File: config.mk
export PLATFORM = sky130hd
export DESIGN_NAME = four_channel_sound_unit_core
export DESIGN_NICKNAME = d
export VERILOG_FILES = /design/src/rtl/fcsu_pkg.sv /design/src/rtl/fcsu_engine.sv /design/src/rtl/four_channel_sound_unit_core.sv
export SDC_FILE = /design/constraint.sdc
export NUM_CORES = 2
export LEC_CHECK = 0
export ABC_CLOCK_PERIOD_IN_PS = 44700
export BUFFER_PORTS_ARGS = -buffer_cell sky130_fd_sc_hd__buf_4
export CORE_ASPECT_RATIO = 1.4
export CORE_MARGIN = 8
export CORE_UTILIZATION = 25
export CTS_CLUSTER_SIZE = 28
export DETAILED_ROUTE_END_ITERATION = 6
export GPL_TIMING_DRIVEN = 0
export HOLD_SLACK_MARGIN = 0.06
export SLEW_MARGIN = 40
export SYNTH_ARGS = -nofsm -noshare
export SYNTH_HDL_FRONTEND = slang
export SYNTH_HIERARCHICAL = 1
export SYNTH_SLANG_ARGS = --single-unit
File: constraint.sdc
create_clock -name clk -period 44.7 [get_ports clk]
set_clock_uncertainty 0.2 [all_clocks]
set_input_delay 8.94 -clock clk [delete_from_list [all_inputs] [get_ports clk]]
set_output_delay 8.94 -clock clk [all_outputs]
set_load 0.1 [all_outputs]
File: src/rtl/fcsu_pkg.sv
`timescale 1ns / 1ps
`default_nettype none
package fcsu_pkg;

  localparam int RegCount = 48;
  localparam logic [15:0] SampleIntervalReset = 16'd95;

  localparam logic [1:0] REQ_READ  = 2'd0;
  localparam logic [1:0] REQ_WRITE = 2'd1;
  localparam logic [1:0] REQ_TICK  = 2'd2;

  localparam logic [5:0] STATUS = 6'h16;

  typedef struct packed {
    logic [1:0] req_type;
    logic [5:0] reg_offset;
    logic [7:0] write_data;
    logic [7:0] cycles;
  } in_item_t;

  typedef struct packed {
    logic [7:0] read_data;
    logic       sample_valid;
    logic [3:0] pulse_one_level;
    logic [3:0] pulse_two_level;
    logic [3:0] wave_level;
    logic [3:0] noise_level;
    logic [7:0] panning;
    logic [7:0] master_volume;
  } out_item_t;

  function automatic logic [7:0] power_value(input logic [5:0] a);
    logic [7:0] v;
    begin
      case (a)
        6'h00: v = 8'h80; 6'h01: v = 8'hbf; 6'h02: v = 8'hf3; 6'h03: v = 8'hff;
        6'h04: v = 8'hbf; 6'h05: v = 8'hff; 6'h06: v = 8'h3f; 6'h07: v = 8'h00;
        6'h08: v = 8'hff; 6'h09: v = 8'hbf; 6'h0a: v = 8'h7f; 6'h0b: v = 8'hff;
        6'h0c: v = 8'h9f; 6'h0d: v = 8'hff; 6'h0e: v = 8'hbf; 6'h0f: v = 8'hff;
        6'h10: v = 8'hff; 6'h11: v = 8'h00; 6'h12: v = 8'h00; 6'h13: v = 8'hbf;
        6'h14: v = 8'h77; 6'h15: v = 8'hf3; 6'h16: v = 8'hf1;
        default: v = 8'hff;
      endcase
      return v;
    end
  endfunction

  function automatic logic [7:0] duty_pattern(input logic [1:0] d);
    logic [7:0] v;
    begin
      case (d)
        2'd0: v = 8'hfe;
        2'd1: v = 8'h7e;
        2'd2: v = 8'h78;
        default: v = 8'h81;
      endcase
      return v;
    end
  endfunction

endpackage
`default_nettype wire

File: src/rtl/fcsu_engine.sv
`timescale 1ns / 1ps
`default_nettype none
module fcsu_engine (
  input  wire                   clk,
  input  wire                   rst,
  input  wire                   go,
  input  wire fcsu_pkg::in_item_t item,
  input  wire  [15:0]           sample_interval,
  output fcsu_pkg::out_item_t   result
);

  localparam int STATUS_IDX = 22;

  // register file and channel state
  logic [7:0]  rf [48];
  logic [10:0] wper [3];
  logic [10:0] aper [3];
  logic [11:0] pcnt [3];
  logic [2:0]  duty [2];
  logic [4:0]  wpos;
  logic [7:0]  elat [3];
  logic [3:0]  evol [3];
  logic [16:0] ediv [3];
  logic [2:0]  estep [3];
  logic [8:0]  lcnt [4];
  logic [14:0] ldiv [4];
  logic [2:0]  spl;
  logic [15:0] sdiv;
  logic [2:0]  sstep;
  logic        sact;
  logic [15:0] nsh;
  logic [22:0] ndiv;
  logic [21:0] nrel;
  logic [16:0] scnt;

  logic [7:0]  rf_next [48];
  logic [10:0] wper_next [3];
  logic [10:0] aper_next [3];
  logic [11:0] pcnt_next [3];
  logic [2:0]  duty_next [2];
  logic [4:0]  wpos_next;
  logic [7:0]  elat_next [3];
  logic [3:0]  evol_next [3];
  logic [16:0] ediv_next [3];
  logic [2:0]  estep_next [3];
  logic [8:0]  lcnt_next [4];
  logic [14:0] ldiv_next [4];
  logic [2:0]  spl_next;
  logic [15:0] sdiv_next;
  logic [2:0]  sstep_next;
  logic        sact_next;
  logic [15:0] nsh_next;
  logic [22:0] ndiv_next;
  logic [21:0] nrel_next;
  logic [16:0] scnt_next;
  fcsu_pkg::out_item_t res_next;

  // sweep helper: returns next period and overflow flag
  function automatic logic [11:0] sweep_calc(input logic [10:0] cur, input logic [7:0] r0);
    logic [10:0] d;
    logic [11:0] n;
    logic        ovf;
    begin
      d = cur >> r0[2:0];
      ovf = 1'b0;
      if (r0[3]) begin
        n = {1'b0, cur} - {1'b0, d};
      end else begin
        n = {1'b0, cur} + {1'b0, d};
        ovf = n[11];
      end
      if (n[11]) n = {1'b0, cur};
      return {ovf, n[10:0]};
    end
  endfunction

  always_comb begin
    logic [5:0]  a;
    logic [7:0]  v;
    logic [7:0]  st;
    logic [11:0] sw;
    logic [11:0] sw2;
    logic [16:0] cyc;
    logic        b;
    logic [15:0] s;
    logic [21:0] base;
    logic [3:0]  idx;
    logic [7:0]  wb;
    logic [7:0]  dp1;
    logic [7:0]  dp2;
    logic [18:0] pc;
    logic [17:0] ed;
    logic [15:0] ld;
    logic [16:0] sd;
    logic [23:0] nd;
    logic [17:0] sc;
    int          k;
    for (k = 0; k < 48; k++) rf_next[k] = rf[k];
    for (k = 0; k < 3; k++) begin
      wper_next[k] = wper[k]; aper_next[k] = aper[k]; pcnt_next[k] = pcnt[k];
      elat_next[k] = elat[k]; evol_next[k] = evol[k]; ediv_next[k] = ediv[k];
      estep_next[k] = estep[k];
    end
    for (k = 0; k < 4; k++) begin
      lcnt_next[k] = lcnt[k]; ldiv_next[k] = ldiv[k];
    end
    duty_next[0] = duty[0]; duty_next[1] = duty[1];
    wpos_next = wpos; spl_next = spl; sdiv_next = sdiv; sstep_next = sstep;
    sact_next = sact; nsh_next = nsh; ndiv_next = ndiv; nrel_next = nrel;
    scnt_next = scnt;
    res_next = '0;
    a = item.reg_offset;
    v = item.write_data;
    cyc = {9'd0, item.cycles};
    sw = '0; sw2 = '0; b = 1'b0; s = '0; base = '0; idx = '0; wb = '0;
    dp1 = '0; dp2 = '0;
    pc = '0; ed = '0; ld = '0; sd = '0; nd = '0; sc = '0;
    st = rf[STATUS_IDX];

    if (item.req_type == fcsu_pkg::REQ_READ) begin
      if (a >= 6'd48 || (a >= 6'd32 && st[2])) res_next.read_data = 8'hff;
      else res_next.read_data = rf[a];
    end else if (item.req_type == fcsu_pkg::REQ_WRITE) begin
      if (a == fcsu_pkg::STATUS) begin
        if (st[7] && !v[7]) begin
          // power down
          rf_next[STATUS_IDX] = st & 8'h70;
          rf_next[6'h15] = 8'h00; rf_next[6'h14] = 8'h00;
          for (k = 0; k < 3; k++) begin
            wper_next[k] = '0; aper_next[k] = '0; pcnt_next[k] = '0;
            elat_next[k] = '0; evol_next[k] = '0; ediv_next[k] = '0;
            estep_next[k] = '0;
          end
          for (k = 0; k < 4; k++) begin
            lcnt_next[k] = 9'd63; ldiv_next[k] = '0;
          end
          lcnt_next[2] = 9'd255;
          duty_next[0] = '0; duty_next[1] = '0; wpos_next = '0;
          spl_next = '0; sdiv_next = '0; sstep_next = '0; sact_next = 1'b0;
          ndiv_next = '0; nrel_next = '0; nsh_next = '0;
          rf_next[0] = rf[0] & 8'h80; rf_next[1] = rf[1] & 8'h3f;
          rf_next[2] = 8'h00; rf_next[4] = rf[4] & 8'hbf;
          rf_next[6] = rf[6] & 8'h3f; rf_next[7] = 8'h00;
          rf_next[9] = rf[9] & 8'hbf; rf_next[10] = rf[10] & 8'h7f;
          rf_next[12] = rf[12] & 8'h9f; rf_next[14] = rf[14] & 8'hbf;
          rf_next[17] = 8'h00; rf_next[18] = 8'h00;
          rf_next[19] = rf[19] & 8'hbf;
        end
        rf_next[STATUS_IDX] = {v[7], rf_next[STATUS_IDX][6:0]};
      end else if (a >= 6'd32) begin
        if (a < 6'd48 && !st[2]) rf_next[a] = v;
      end else if (st[7]) begin
        case (a)
          6'h12, 6'h14, 6'h15: rf_next[a] = v;
          6'h00: rf_next[0] = {rf[0][7], v[6:0]};
          6'h01: begin
            rf_next[1] = {v[7:6], rf[1][5:0]}; lcnt_next[0] = {3'd0, v[5:0]};
          end
          6'h06: begin
            rf_next[6] = {v[7:6], rf[6][5:0]}; lcnt_next[1] = {3'd0, v[5:0]};
          end
          6'h02: begin
            if (v[7:3] == 5'd0) rf_next[STATUS_IDX][0] = 1'b0;
            rf_next[2] = v;
          end
          6'h07: begin
            if (v[7:3] == 5'd0) rf_next[STATUS_IDX][1] = 1'b0;
            rf_next[7] = v;
          end
          6'h11: begin
            if (v[7:3] == 5'd0) rf_next[STATUS_IDX][3] = 1'b0;
            rf_next[17] = v;
          end
          6'h03: wper_next[0] = {wper[0][10:8], v};
          6'h08: wper_next[1] = {wper[1][10:8], v};
          6'h0d: wper_next[2] = {wper[2][10:8], v};
          6'h04: begin
            wper_next[0] = {v[2:0], wper[0][7:0]};
            rf_next[4] = {rf[4][7], v[6], rf[4][5:0]};
            if (v[7]) begin
              aper_next[0] = wper_next[0];
              pcnt_next[0] = {1'b0, wper_next[0]};
              duty_next[0] = '0;
              elat_next[0] = rf[2]; ediv_next[0] = '0; estep_next[0] = '0;
              evol_next[0] = rf[2][7:4];
              if (rf[2][7:3] != 5'd0) rf_next[STATUS_IDX][0] = 1'b1;
              if (lcnt[0] > 9'd63) begin
                lcnt_next[0] = '0; ldiv_next[0] = '0;
              end
              sdiv_next = '0; sstep_next = '0;
              spl_next = rf[0][6:4];
              sact_next = (rf[0][6:4] != 3'd0) || (rf[0][2:0] != 3'd0);
              if (rf[0][2:0] != 3'd0) begin
                sw = sweep_calc(wper_next[0], rf[0]);
                if (sw[11]) rf_next[STATUS_IDX][0] = 1'b0;
              end
            end
          end
          6'h09: begin
            wper_next[1] = {v[2:0], wper[1][7:0]};
            rf_next[9] = {rf[9][7], v[6], rf[9][5:0]};
            if (v[7]) begin
              aper_next[1] = wper_next[1];
              pcnt_next[1] = {1'b0, wper_next[1]};
              duty_next[1] = '0;
              elat_next[1] = rf[7]; ediv_next[1] = '0; estep_next[1] = '0;
              evol_next[1] = rf[7][7:4];
              if (rf[7][7:3] != 5'd0) rf_next[STATUS_IDX][1] = 1'b1;
              if (lcnt[1] > 9'd63) begin
                lcnt_next[1] = '0; ldiv_next[1] = '0;
              end
            end
          end
          6'h0e: begin
            wper_next[2] = {v[2:0], wper[2][7:0]};
            rf_next[14] = {rf[14][7], v[6], rf[14][5:0]};
            if (v[7]) begin
              aper_next[2] = wper_next[2];
              pcnt_next[2] = {1'b0, wper_next[2]};
              wpos_next = '0;
              if (rf[10][7]) rf_next[STATUS_IDX][2] = 1'b1;
              if (lcnt[2] > 9'd255) begin
                lcnt_next[2] = '0; ldiv_next[2] = '0;
              end
            end
          end
          6'h13: begin
            rf_next[19] = {rf[19][7], v[6], rf[19][5:0]};
            if (v[7]) begin
              elat_next[2] = rf[17]; ediv_next[2] = '0; estep_next[2] = '0;
              evol_next[2] = rf[17][7:4];
              if (rf[17][7:3] != 5'd0) rf_next[STATUS_IDX][3] = 1'b1;
              if (lcnt[3] > 9'd63) begin
                lcnt_next[3] = '0; ldiv_next[3] = '0;
              end
              nsh_next = 16'h7fff;
            end
          end
          6'h0a: begin
            rf_next[10] = {v[7], rf[10][6:0]};
            if (!v[7]) rf_next[STATUS_IDX][2] = 1'b0;
          end
          6'h0b: lcnt_next[2] = {1'b0, v};
          6'h0c: rf_next[12] = {rf[12][7], v[6:5], rf[12][4:0]};
          6'h10: lcnt_next[3] = {3'd0, v[5:0]};
          default: ;
        endcase
      end
    end else if (item.req_type == fcsu_pkg::REQ_TICK) begin
      sc = {1'b0, scnt} + {1'b0, cyc};
      if (sc >= {2'd0, sample_interval}) begin
        scnt_next = '0;
        res_next.sample_valid = 1'b1;
        dp1 = fcsu_pkg::duty_pattern(rf[1][7:6]);
        dp2 = fcsu_pkg::duty_pattern(rf[6][7:6]);
        if (st[0] && dp1[3'd7 - duty[0]])
          res_next.pulse_one_level = evol[0];
        if (st[1] && dp2[3'd7 - duty[1]])
          res_next.pulse_two_level = evol[1];
        if (st[2] && rf[12][6:5] != 2'd0) begin
          idx = wpos[4:1];
          wb = rf[{2'b10, idx}];
          res_next.wave_level = wpos[0] ? wb[3:0] : wb[7:4];
        end
        if (st[3] && nsh[0]) res_next.noise_level = evol[2];
        res_next.panning = rf[21];
        res_next.master_volume = rf[20];
      end else begin
        scnt_next = sc[16:0];
      end
      if (st[7]) begin
        // pulse channels
        for (k = 0; k < 2; k++) begin
          if (st[k]) begin
            pc = {7'd0, pcnt[k]} + {13'd0, cyc[7:2]};
            pcnt_next[k] = pc[11:0];
            if (pc[11:0] > 12'd2047) begin
              duty_next[k] = duty[k] + 3'd1;
              if (duty[k] == 3'd7) aper_next[k] = wper[k];
              pcnt_next[k] = {1'b0, (duty[k] == 3'd7) ? wper[k] : aper[k]};
            end
          end
        end
        // envelopes: pulse one, pulse two, noise
        for (k = 0; k < 3; k++) begin
          if (st[(k == 2) ? 3 : k] && elat[k][2:0] != 3'd0) begin
            ed = {1'b0, ediv[k]} + {1'b0, cyc};
            ediv_next[k] = ed[16:0];
            if (ed > 18'd65535) begin
              ediv_next[k] = ed[16:0] - 17'd65536;
              if (estep[k] + 3'd1 >= elat[k][2:0]) begin
                estep_next[k] = '0;
                if (elat[k][3]) begin
                  if (evol[k] != 4'd15) evol_next[k] = evol[k] + 4'd1;
                end else if (evol[k] != 4'd0) begin
                  evol_next[k] = evol[k] - 4'd1;
                end
              end else begin
                estep_next[k] = estep[k] + 3'd1;
              end
            end
          end
        end
        // length counters
        for (k = 0; k < 4; k++) begin
          if (st[k] && rf[(k == 0) ? 4 : (k == 1) ? 9 : (k == 2) ? 14 : 19][6]) begin
            ld = {1'b0, ldiv[k]} + cyc[15:0];
            ldiv_next[k] = ld[14:0];
            if (ld > 16'd16383) begin
              ldiv_next[k] = ld[14:0] - 15'd16384;
              lcnt_next[k] = lcnt[k] + 9'd1;
              if (lcnt_next[k] >= ((k == 2) ? 9'd255 : 9'd63))
                rf_next[STATUS_IDX][k] = 1'b0;
            end
          end
        end
        // sweep works on the period left by this tick's duty step
        if (st[0]) begin
          sd = {1'b0, sdiv} + cyc;
          sdiv_next = sd[15:0];
          if (sd > 17'd32767) begin
            sdiv_next = sd[15:0] - 16'd32768;
            if (spl != 3'd0 && sact) begin
              if (sstep + 3'd1 >= spl) begin
                sstep_next = '0;
                spl_next = rf[0][6:4];
                sw = sweep_calc(aper_next[0], rf[0]);
                sw2 = sweep_calc(sw[10:0], rf[0]);
                wper_next[0] = sw[10:0];
                aper_next[0] = sw[10:0];
                if (sw[11] || sw2[11]) rf_next[STATUS_IDX][0] = 1'b0;
              end else begin
                sstep_next = sstep + 3'd1;
              end
            end
          end
        end
        // wave
        if (st[2]) begin
          pc = {7'd0, pcnt[2]} + {12'd0, cyc[7:1]};
          pcnt_next[2] = pc[11:0];
          if (pc[11:0] > 12'd2047) begin
            wpos_next = wpos + 5'd1;
            if (wpos == 5'd31) aper_next[2] = wper[2];
            pcnt_next[2] = {1'b0, (wpos == 5'd31) ? wper[2] : aper[2]};
          end
        end
        // noise
        if (st[3]) begin
          nd = {1'b0, ndiv} + {7'd0, cyc};
          ndiv_next = nd[22:0];
          if (nd > {2'd0, nrel}) begin
            ndiv_next = '0;
            b = nsh[0] ^ nsh[1];
            s = {b, nsh[14:0]};
            if (rf[18][3]) s[7] = b;
            nsh_next = {1'b0, s[15:1]};
            base = (rf[18][2:0] == 3'd0) ? 22'd8 : {15'd0, rf[18][2:0], 4'd0};
            nrel_next = base << rf[18][7:4];
          end
        end
      end
    end
  end

  always_ff @(posedge clk) begin
    if (rst) begin
      for (int k = 0; k < 48; k++) rf[k] <= fcsu_pkg::power_value(6'(k));
      wper[0] <= '0; wper[1] <= 11'h7ff; wper[2] <= 11'h7ff;
      aper[0] <= '0; aper[1] <= 11'h7ff; aper[2] <= 11'h7ff;
      pcnt[0] <= '0; pcnt[1] <= 12'h7ff; pcnt[2] <= 12'h7ff;
      elat[0] <= 8'd243; elat[1] <= '0; elat[2] <= '0;
      evol[0] <= 4'd15; evol[1] <= '0; evol[2] <= '0;
      for (int k = 0; k < 3; k++) begin
        ediv[k] <= '0; estep[k] <= '0;
      end
      lcnt[0] <= '0; lcnt[1] <= 9'd63; lcnt[2] <= 9'd255; lcnt[3] <= 9'd63;
      for (int k = 0; k < 4; k++) ldiv[k] <= '0;
      duty[0] <= '0; duty[1] <= '0; wpos <= '0;
      spl <= '0; sdiv <= '0; sstep <= '0; sact <= 1'b1;
      nsh <= 16'h7fff; ndiv <= '0; nrel <= '0; scnt <= '0;
    end else if (go) begin
      for (int k = 0; k < 48; k++) rf[k] <= rf_next[k];
      for (int k = 0; k < 3; k++) begin
        wper[k] <= wper_next[k]; aper[k] <= aper_next[k]; pcnt[k] <= pcnt_next[k];
        elat[k] <= elat_next[k]; evol[k] <= evol_next[k]; ediv[k] <= ediv_next[k];
        estep[k] <= estep_next[k];
      end
      for (int k = 0; k < 4; k++) begin
        lcnt[k] <= lcnt_next[k]; ldiv[k] <= ldiv_next[k];
      end
      duty[0] <= duty_next[0]; duty[1] <= duty_next[1]; wpos <= wpos_next;
      spl <= spl_next; sdiv <= sdiv_next; sstep <= sstep_next; sact <= sact_next;
      nsh <= nsh_next; ndiv <= ndiv_next; nrel <= nrel_next; scnt <= scnt_next;
    end
  end

  always_ff @(posedge clk) begin
    if (go) result <= res_next;
  end

endmodule
`default_nettype wire

File: src/rtl/four_channel_sound_unit_core.sv
`timescale 1ns / 1ps
`default_nettype none
// channel   | signals                              | transaction when
// ----------+--------------------------------------+---------------------------
// request   | in_valid, in_stall, in_item          | in_valid & !in_stall
// result    | out_valid, out_stall, out_item       | out_valid & !out_stall
// config    | cfg_write, cfg_data                  | cfg_write
//
// each request is processed in a single pass between the input register and
// the result register
// a new request is taken every cycle while the output register drains
// synchronous active-high reset restores the power-on register table
// out_stall holds the result; in_stall rises only when both stages are full
module four_channel_sound_unit_core (
  input  wire                  clk,
  input  wire                  rst,
  input  wire                  in_valid,
  output logic                 in_stall,
  input  wire fcsu_pkg::in_item_t in_item,
  output logic                 out_valid,
  input  wire                  out_stall,
  output fcsu_pkg::out_item_t  out_item,
  input  wire                  cfg_write,
  input  wire  [15:0]          cfg_data
);

  logic [15:0]        sample_interval;
  fcsu_pkg::in_item_t req;
  logic               req_valid;
  logic               go;
  logic               adv;

  // input register advances when the result register is free
  assign adv      = !out_valid || !out_stall;
  assign go       = req_valid && adv;
  assign in_stall = req_valid && !adv;

  always_ff @(posedge clk) begin
    if (rst) begin
      sample_interval <= fcsu_pkg::SampleIntervalReset;
    end else if (cfg_write) begin
      sample_interval <= cfg_data;
    end
  end

  always_ff @(posedge clk) begin
    if (rst) begin
      req_valid <= 1'b0;
    end else if (!in_stall) begin
      req_valid <= in_valid;
    end
  end

  always_ff @(posedge clk) begin
    if (!in_stall && in_valid) req <= in_item;
  end

  always_ff @(posedge clk) begin
    if (rst) begin
      out_valid <= 1'b0;
    end else if (adv) begin
      out_valid <= req_valid;
    end
  end

  fcsu_engine u_engine (
    .clk             (clk),
    .rst             (rst),
    .go              (go),
    .item            (req),
    .sample_interval (sample_interval),
    .result          (out_item)
  );

endmodule
`default_nettype wire

# == After elaboration in Yosys (flattened, before gate mapping) ==
# Memory sizes are Yosys's and may differ from the RTL's. A register that Yosys moved wholly into a read port is not among the register bits.
# Cells that the tools add are included.
# totals
reg_bits,188
latch_bits,0
ramBits,684
romBits,0
input_bits,45
output_inout_bits,43
word_cells,881
n_memories,11
# mem_list
name,depth,word_bits,rd,rd_clocked_by_memory_dff,write_ports,line_no,rtl
u_engine.rf,48,8,50,2,48,fcsu_engine.sv:15,logic [7:0] rf [48];
u_engine.ldiv,4,15,4,0,4,fcsu_engine.sv:26,logic [14:0] ldiv [4];
u_engine.ediv,3,17,3,0,3,fcsu_engine.sv:23,logic [16:0] ediv [3];
u_engine.lcnt,4,9,4,0,4,fcsu_engine.sv:25,logic [8:0] lcnt [4];
u_engine.pcnt,3,12,3,0,3,fcsu_engine.sv:18,logic [11:0] pcnt [3];
u_engine.aper,3,11,3,0,3,fcsu_engine.sv:17,logic [10:0] aper [3];
+5 memories,n/a,n/a,n/a,n/a,n/a,n/a,
# classes
n_addsub,44
n_mul,0
div,0
order_cmp,32
eq_ne,42
shift,4
mux,558
n_bitwise,89
reduce_logical,77
# ops
operator,count
384-bit 2-to-1 mux,4
8-bit 2-to-1 mux,91
200-bit 2-to-1 mux,3
36-bit 2-to-1 mux,16
15-bit 2-to-1 mux,35
11-bit 2-to-1 mux,45
60-bit 2-to-1 mux,8
33-bit 2-to-1 mux,14
51-bit 2-to-1 mux,8
384-bit bitwise mux,1
12-bit 2-to-1 mux,32
17-bit 2-to-1 mux,16
16-bit 2-to-1 mux,16
9-bit 2-to-1 mux,28
8-bit one-hot mux with 2 select lines,12
23-bit 2-to-1 mux,8
180-bit 2-to-1 mux,1
22-bit 2-to-1 mux,8
24-bit 2-to-1 mux,7
3-bit 2-to-1 mux,53
4-bit 2-to-1 mux,35
48-bit 2-to-1 mux,2
1-bit OR,79
17-bit by 8-bit adder with 18-bit output,4
81 further kinds,320

# == Longest topological paths before layout ==
# An unclocked memory read counts as a cell.
# depth
word_depth,51
mapped_depth,35
ltp_nobuf,33

# == Modules after synthesis ==
# Netlist, hierarchy kept.
# by_module_without_submodules
mod,n_inst,cells_per_inst,area_per_inst_um2,seq_area_each_um2
fcsu_engine,1,4817,51095.3,23532.6
four_channel_sound_unit_core,1,86,1398.8,1081.0

# == Worst setup path after synthesis ==
# No wires, ideal clock.
# synth_timing
path_kind,input to register
start,in out_stall
end,"mem u_engine.rf[11][0], enable pin"
setup_time_ns,0.849
t_arrival_ns,23.492
required_ns,43.651
setup_slack_ns,20.159
stages,7
path_buffers,1
cell_sequence,a21boi_0 > nand2b_1 > nor2_1 > nor2_1 > nor2_1 > clkbuf_1 > a21boi_0
# synth_lines
element,line_no,rtl
start: declaration,four_channel_sound_unit_core.sv:21,"input wire out_stall,"
end: declaration,fcsu_engine.sv:15,

# == Final worst setup path ==
# layout_timing
start,in out_stall
end,out in_stall
# layout_via
elab_chain_len,4
# layout_lines
element,line_no,rtl
1-bit zero test,four_channel_sound_unit_core.sv:34,assign adv = !out_valid || !out_stall;
1-bit logical OR,four_channel_sound_unit_core.sv:34,
1-bit zero test,four_channel_sound_unit_core.sv:36,assign in_stall = req_valid && !adv;
1-bit logical AND,four_channel_sound_unit_core.sv:36,
end: declaration,four_channel_sound_unit_core.sv:18,"output logic in_stall,"
# No other way between the ends.

==> load_flow_metrics.sql <==
INSERT INTO impl_metrics (metric_group, metric, value, unit) VALUES
('synthesis', 'synth_warnings', '6', ''),
('sta', 'rsz0062_at_grt', 'no', ''),
('clock_network', 'clock_tree.buffer_depth', '3', ''),
('synthesis', 'ys_ff_latch', '861', ''),
('clock_network', 'clock_tree.root_cell', 'sky130_fd_sc_hd__clkbuf_16', ''),
('synthesis', 'ys_top_cells_by_area', 'sky130_fd_sc_hd__edfxtp_1 42%, sky130_fd_sc_hd__mux4_2 6.9%, sky130_fd_sc_hd__mux2i_1 6.8%', ''),
('floorplan', 'floorplan.io_pins', '88', ''),
('route', 'drc_errors', '0', ''),
('outcome', 'status', 'complete, no violations', ''),
('route', 'via_per_inst', '5.32', ''),
('sta', 'slew-limit-headroom', '34.2', '%'),
('floorplan', 'die_h', '558', 'µm'),
('sta', 'timing.final.crit_share', '41.9', '%'),
('critical_path', 'crit_slowest_cell', 'sky130_fd_sc_hd__buf_4', ''),
('sta', 'timing_max_transition_violations_final', '0', ''),
('synthesis', 'synth_area', '0.0525', 'mm²'),
('synthesis', 'postSynth.topFlopCell', 'sky130_fd_sc_hd__edfxtp_1', ''),
('pwr', 'total_power', '0.00209', 'W'),
('clock_network', 'numClockSinks', '861', ''),
('clock_network', 'tritoncts.num_buffers', '97', ''),
('clock_network', 'clk-insertion-delay-late', '0.73', 'ns'),
('critical_path', 'worst_r2r_startpoint', 'req[3]', ''),
('sta', 'setup_violations', '0', ''),
('placed_design', 'post_dp_hpwl', '146', 'mm'),
('synthesis', 'synth_seq_area_share', '46.9', '%'),
('critical_path', 'arrival', '9.57', 'ns'),
('placed_design', 'dpl.cell_count', '7858', ''),
('finish', 'final.fill_count', '21600', ''),
('route', 'ant_nets', '0', ''),
('critical_path', 'r2r.worst_path.cells', '35', ''),
('sta', 'fmax', '53.4', 'MHz'),
('global_routing', 'grt_antenna_before_repair', '16', ''),
('critical_path', 'worst_path_largest_cell_delay', '0.30', 'ns'),
('route', 'met3WireLength', '15.8', 'mm'),
('route', 'dr.pass1.iters', '6', ''),
('critical_path', 'worst_r2r_endpoint', 'u_engine/rf[22][0]', ''),
('finish', 'stdcell_count', '8047', ''),
('clock_network', 'cts_post_setup_buffers_inserted', '0', ''),
('clock_network', 'cts_tree', 'built', ''),
('critical_path', 'timing.critical_path.required', '35.56', 'ns'),
('finish', 'area_growth_syn_to_layout', '16.0', '%'),
('critical_path', 'setup.worst_path.start', 'out_stall', ''),
('critical_path', 'timing.setup.critical_path_class', 'in -> out', ''),
('worst_hold_path', 'worst_hold_path_type', 'reg -> reg', ''),
('clock_network', 'ctsHtreeMaxLevel', '3', ''),
('floorplan', 'coreArea', '0.209', 'mm²'),
('critical_path', 'worstSetupStartpointType', 'input port', ''),
('clock_network', 'ctsResizeCount', '0', ''),
('pwr', 'power_density', '34.4', 'mW/mm²'),
('clock_network', 'cts_hold_repair.buffers', '0', ''),
('route', 'detail_route.wirelength.met1', '73.9', 'mm'),
('route', 'highest_layer', 'met5', ''),
('finish', 'nNetsFinal', '5429', ''),
('global_routing', 'overflow', '0', ''),
('synthesis', 'synth_largest_area_cell', 'sky130_fd_sc_hd__edfxtp_1', ''),
('sta', 'min_period', '18.71', 'ns'),
('finish', 'mostFrequentLayoutCell', 'sky130_fd_sc_hd__edfxtp_1', ''),
('route', 'wirelength', '195', 'mm'),
('critical_path', 'critical_path.cell_chain', 'buf_4 -> nand3_1 -> inv_1 -> buf_4', ''),
('floorplan', 'die_width', '403', 'µm'),
('synthesis', 'synth_largest_type_area_fraction', '42.2', '%'),
('sta', 'tightestPinTransition', '0.981', 'ns'),
('global_routing', 'grt_pass1_vias', '42300', ''),
('synthesis', 'yosys.cell_types.count', '95', ''),
('critical_path', 'critical_path.most_common_cell', 'sky130_fd_sc_hd__buf_4', ''),
('global_routing', 'grt_first_pass_wirelength', '284', 'mm'),
('finish', 'drive_gt1_share', '12.8', '%'),
('floorplan', 'starting_density', '25.1', '%'),
('critical_path', 'critPathCaptureType', 'output pin', ''),
('floorplan', 'die-area', '0.225', 'mm²'),
('synthesis', 'syn_area_per_cell', '10.7', 'µm²');
==> per-stage QoR <==
step / util (%) / instance area (µm²) / hold slack, ns / setup WS (ns)
2_1_floorplan: - / 52500 / 0.236 / 20.16
3_3_place_gp: 27.1 / 56700 / 0.246 / 8.87
3_5_place_dp: 27.5 / 57700 / 0.254 / 25.98
4_1_cts: 29.0 / 60800 / 0.261 / 25.98
5_1_grt: 29.1 / 60900 / 0.286 / 25.94
6_report: 29.1 / 60900 / 0.258 / 25.99
==> final cells by class <==
cell class	instances	area (µm²)	area share [%]
plain buffers	334	1390	2.29
multi-input cells	3556	26300	43.2
well taps	2814	3520	5.78
inverters	154	578	0.949
clock buffers	131	2670	4.38
clock inverters	52	434	0.713
flip-flops and latches	861	24600	40.4
diodes	5	12.5	0.0206
repair buffers	140	1370	2.24
==> cell usage after synthesis (16+ instances only) <==
cell type / number
sky130_fd_sc_hd__and3_1: 80
sky130_fd_sc_hd__mux4_2: 161
sky130_fd_sc_hd__nand4_1: 29
sky130_fd_sc_hd__nor3b_1: 16
sky130_fd_sc_hd__nor3_1: 82
sky130_fd_sc_hd__a21o_1: 67
sky130_fd_sc_hd__o21a_1: 23
sky130_fd_sc_hd__nor2b_1: 29
sky130_fd_sc_hd__o211ai_1: 28
sky130_fd_sc_hd__inv_1: 151
sky130_fd_sc_hd__clkbuf_1: 273
sky130_fd_sc_hd__o31ai_1: 25
sky130_fd_sc_hd__nand3_1: 136
sky130_fd_sc_hd__nand2b_1: 19
sky130_fd_sc_hd__ha_1: 222
sky130_fd_sc_hd__edfxtp_1: 737
sky130_fd_sc_hd__o21bai_1: 32
sky130_fd_sc_hd__nor2_1: 377
sky130_fd_sc_hd__a21boi_0: 20
sky130_fd_sc_hd__a211oi_1: 33
sky130_fd_sc_hd__fa_1: 18
sky130_fd_sc_hd__dfxtp_1: 124
sky130_fd_sc_hd__a21oi_1: 307
sky130_fd_sc_hd__buf_1: 32
sky130_fd_sc_hd__nand2_1: 472
sky130_fd_sc_hd__xnor2_1: 119
sky130_fd_sc_hd__o21ai_0: 459
sky130_fd_sc_hd__and2_1: 59
sky130_fd_sc_hd__nor4_1: 22
sky130_fd_sc_hd__mux2i_1: 355
sky130_fd_sc_hd__buf_2: 23
sky130_fd_sc_hd__a31oi_1: 29
sky130_fd_sc_hd__xor2_1: 82
sky130_fd_sc_hd__mux2_2: 32
==> registers in the layout, indices dropped and copies added, names as in the netlist, 17 cells and up, named ones only <==
signal	flops
u_engine/result	41
u_engine/aper	33
req	24
u_engine/pcnt	36
u_engine/scnt	17
u_engine/ldiv	60
u_engine/nrel	19
u_engine/rf	384
u_engine/ndiv	23
u_engine/lcnt	36
u_engine/wper	33
u_engine/ediv	51
==> cells by family (layout without fill, tap and decap cells) <==
logic type	after synthesis	in the layout	synth area share, %
mux	551	551	14.4
buf+inv	488	811	3.61
flops	861	861	46.9
other cells	1	8	0.00714
fa+ha+maj	240	240	5.98
xor+xnor	201	201	3.35
compound gates	1164	1164	13.4
simple gates	1397	1397	12.4
==> per-layer routing <==
layer / GRT usage (%) / vias up
met5: 0 / -
met4: 11.3 / 2
met3: 2.83 / 646
met2: 27.5 / 2279
met1: 19.7 / 21100
li1: - / 18800
==> worst max-delay path, delay by kind of cell <==
kind / cells / cell delay, ns
buffers and inverters: 3 / 0.54
and+or+nand+nor: 1 / 0.09
==> where the power goes <==
group	total (W)	switching [W]	internal (W)	leakage, nW
Sequential	0.000936	0.0000275	0.000909	7.25
Combinational	0.000356	0.000234	0.000121	12.3
Clock	0.000802	0.000358	0.000444	1.51
Total	0.00209	0.000619	0.00147	21.0
==> worst min-delay path by stage <==
stage                          start                to  slack [ns]
floorplan           u_engine/ndiv[0]  u_engine/ndiv[0]        0.24
global placement    u_engine/ndiv[4]  u_engine/ndiv[4]        0.25
detailed placement  u_engine/ndiv[0]  u_engine/ndiv[0]        0.25
CTS                 u_engine/ndiv[0]  u_engine/ndiv[0]        0.26
global route        u_engine/ndiv[5]  u_engine/ndiv[5]        0.29
finish              u_engine/ndiv[6]  u_engine/ndiv[6]        0.26
Power figures use the tool's default switching activity.
